[config.mk]
export PLATFORM = sky130hd
export DESIGN_NAME = mvsm_term
export DESIGN_NICKNAME = d
export VERILOG_FILES = /design/src/rtl/mvsm_term.sv
export SDC_FILE = /design/constraint.sdc
export NUM_CORES = 1
export LEC_CHECK = 0
export ABC_AREA = 1
export BUFFER_PORTS_ARGS = -buffer_cell sky130_fd_sc_hd__buf_2
export CAP_MARGIN = 40
export CORE_UTILIZATION = 58
export DETAILED_ROUTE_END_ITERATION = 12
export PLACE_DENSITY = 0.9
export SLEW_MARGIN = 20
export SYNTH_ARGS = -nofsm -noshare
export SYNTH_HDL_FRONTEND = slang
export SYNTH_SLANG_ARGS = --single-unit
[constraint.sdc]
create_clock -name clk -period 7.3 [get_ports clk]
set_clock_uncertainty 0.1 [all_clocks]
set_input_delay 1.46 -clock clk [delete_from_list [all_inputs] [get_ports clk]]
set_output_delay 1.46 -clock clk [all_outputs]
set_load 0.02 [all_outputs]
[src/rtl/mvsm_term.sv]
// Voice term unit: ((byte-128)*256*gain)/255 truncated toward zero, a registered multiply then a combinational divide.
module mvsm_term (
  input  logic               clk,
  input  logic [7:0]         sample_byte,
  input  logic [7:0]         gain,
  output logic signed [16:0] term
);
  logic signed [8:0]  centered;
  logic signed [17:0] prod_r;
  logic [16:0]        mag_in;
  logic [31:0]        quo_full;
  logic [16:0]        mag;

  assign centered = $signed({1'b0, sample_byte}) - 9'sd128;

  // product of centered and gain; the *256 is folded into the divide below
  always_ff @(posedge clk) begin
    prod_r <= centered * $signed({1'b0, gain});
  end

  // |p|*256/255 = |p| + floor(|p|/255); floor(x/255) = (x*32897) >> 23 for x < 2^16
  assign mag_in   = prod_r[17] ? 17'(-prod_r) : prod_r[16:0];
  assign quo_full = 32'(mag_in) * 32'd32897;
  assign mag      = mag_in + 17'(quo_full[31:23]);
  assign term     = prod_r[17] ? -$signed(mag) : $signed(mag);
endmodule

==> flow_metrics.env <==
export IMPL_diodes=0
export IMPL_antenna_found_initial=0
export IMPL_synth_seq_area_share_pct=5.62
export IMPL_instances_no_fill=1152
export IMPL_dieArea_sq_um=11500
export IMPL_path_delay_family="simple AND/OR/NAND/NOR gates"
export IMPL_top_regs="prod_r: 18 flops"
export IMPL_synth_area_leader_cell="ha_1"
export IMPL_endpoint_kind="primary output"
export IMPL_portBuffers=33
export IMPL_fp_coreArea_sq_um=10800
export IMPL_finalHoldViolCount=0
export IMPL_critPathRequiredTime_ps=5740
export IMPL_post_place_ws_ps=-74.9
export IMPL_wl_per_cell_microns=17.2
export IMPL_synth_common_cells="244 x nand2_1, 202 x inv_1, 109 x ha_1, 62 x nor2_1, 57 x fa_1"
export IMPL_yosysMostFrequentCell="nand2_1"
export IMPL_ant_nets=0
export IMPL_startpoint_type="flip-flop"
export IMPL_cts_sinks=18
export IMPL_period_share_pct=105
export IMPL_dr_pass1_iters=9
export IMPL_synth_edf_count=0
export IMPL_synth_net_count=1131
export IMPL_layout_area_overhead_vs_synth_pct=23.2
export IMPL_relSlewSlack_pct=70.4
export IMPL_yosysTopAreaCellShare_pct=21.3
export IMPL_cts_tree="yes"
export IMPL_remaining_drc_errors=0
export IMPL_netlist_instances=948
export IMPL_numCtsBuffers=3
export IMPL_cts_clk_slew_worst_paths_ps=70
export IMPL_maxCapViolations=0
export IMPL_num_vias=6793
export IMPL_place_area_sq_um=6820
export IMPL_critPathMaxStageDelay_ps=430
export IMPL_final_area_sq_um=7890
export IMPL_critical_path_buf_inv_count=6
export IMPL_start_util_pct=59.4
export IMPL_final_setup_worst_slack_ps=-342
export IMPL_cp_common_cell="nand2_1"
export IMPL_first_iter_violations=614
export IMPL_slowest_stage="fa_2"
export IMPL_grt_setup_unrepaired="yes"
export IMPL_syn_area_per_cell_sq_um=6.76
export IMPL_final_min_clock_period_ps=7640
export IMPL_largest_reg_flops=18
export IMPL_status="finished, violations left"
export IMPL_io_pins=34
export IMPL_grt_pass1_wl_microns=27000
export IMPL_min_path_type="in2reg"
export IMPL_viasPerCell=5.90
export IMPL_synth_area_leaders="ha_1 21%, fa_1 18%, nand2_1 14%"
export IMPL_nets=1196
export IMPL_ys_ff_latch=18
export IMPL_grt_max_degree=25
export IMPL_yosys_warnings=0
export IMPL_netlist_area_sq_um=6410
export IMPL_grt_remaining_overflow=0
export IMPL_post_synth_num_cell_types=42
export IMPL_die_h_microns=107
export IMPL_fmax_ghz=0.131
export IMPL_crit_type="reg2out"
export IMPL_timing_hold_ws_ps=1410
export IMPL_final_max_slew_viol_count=0
export IMPL_violations="negative setup slack"
export IMPL_fillers=738
export IMPL_drive_above_1_share_pct=26.1
export IMPL_cts_max_level=1
export IMPL_cts_root_buf="clkbuf_8"
export IMPL_synth_async_sr_flop_share_pct=0
export IMPL_post_dp_hpwl_microns=12400
export IMPL_min_to="prod_r[0]"
export IMPL_dp_cells=1122
export IMPL_synth_flop_cell="dfxtp_1"
export IMPL_min_delay_path_depth=3
export IMPL_regMostFlops="prod_r"
export IMPL_cp_arrival_ps=6080
export IMPL_min_from="sample_byte[0]"
export IMPL_setup_viol=8
export IMPL_tightest_slew_ps=439
export IMPL_gp_congestion=0.908
export IMPL_wl_microns=19800
export IMPL_ctsLongestPathBuffers=2
export IMPL_grt_usage_pct=28.9
export IMPL_die_width_microns=107
export IMPL_cp_max_fo=5
export IMPL_first_global_vias=6235
export IMPL_num_rows=38
-- what timing repair did --
action / 4_1_cts / 5_1_grt
gates resized for setup: 47 / 123
pin swaps: 14 / 63
hold buffers: 0 / 0
endpoints found under the setup margin: 8 / 12
setup buffers: 6 / 19
-- metrics by stage --
| stage | util (%) | TNS, ps |
|---|---|---|
| 6_report | 73.1 | -1900 |
| 5_1_grt | 73.1 | -5160 |
| 4_1_cts | 66.8 | 0 |
| 3_5_place_dp | 63.2 | -157 |
| 3_3_place_gp | 63.2 | 0 |
| 2_1_floorplan | - | 0 |
-- logic make-up (layout without fill, tap and decap cells) --
family,after synthesis,in the layout,synth area share [%]
xor+xnor,47,47,6.54
buf+inv,226,290,13.4
fa+ha+maj,166,166,39.1
flops,18,18,5.62
compound gates,84,84,7.26
simple gates,407,407,28.1
-- layer usage --
metal | GRT usage (%) | share of wire, % | vias to the layer above
met4 | 11.5 | 6.8 | 0
li1 | - | - | 3048
met2 | 57.3 | 50 | 448
met3 | 2.86 | 7.5 | 181
met1 | 30.8 | 35 | 3116
met5 | 0 | 0 | -
-- worst max-delay path by stage --
stage,start,endpoint,slack (ps),cells after the start
after floorplan,prod_r[17],term[14],160,29
after global placement,prod_r[0],term[14],110,38
after detailed placement,prod_r[0],term[14],-70,38
after CTS,prod_r[0],term[14],7,39
after global routing,prod_r[6],term[14],-690,38
final,prod_r[6],term[16],-340,34
-- worst min-delay path, cell delays in order --
cell and delay, ps:
buf_2 150, nand2_1 90, inv_1 40
-- cell usage in the layout, fill, tap and decap left out, types with 9 or more instances in the layout --
cell type / count
a21oi_1: 24
a21oi_2: 11
buf_2: 29
buf_4: 49
dfxtp_2: 10
fa_1: 56
ha_1: 76
ha_4: 32
inv_1: 196
inv_2: 9
nand2_1: 218
nand2_2: 43
nand3_1: 35
nor2_1: 41
nor2_2: 23
nor2_4: 10
o21ai_0: 19
xnor2_1: 13
xor2_1: 28
-- layout make-up --
type	instances	area (sq um)	share of cell area, %
Tap cell	140	175	2.22
Multi-Input combinational cell	704	5980	75.7
Inverter	206	776	9.83
Sequential cell	18	373	4.72
Clock buffer	4	55.1	0.698
Timing Repair Buffer	80	536	6.79
Power is left out: the tool's default activity adds up to more than one toggle a clock period on the data nets, which glitch-free logic cannot reach.
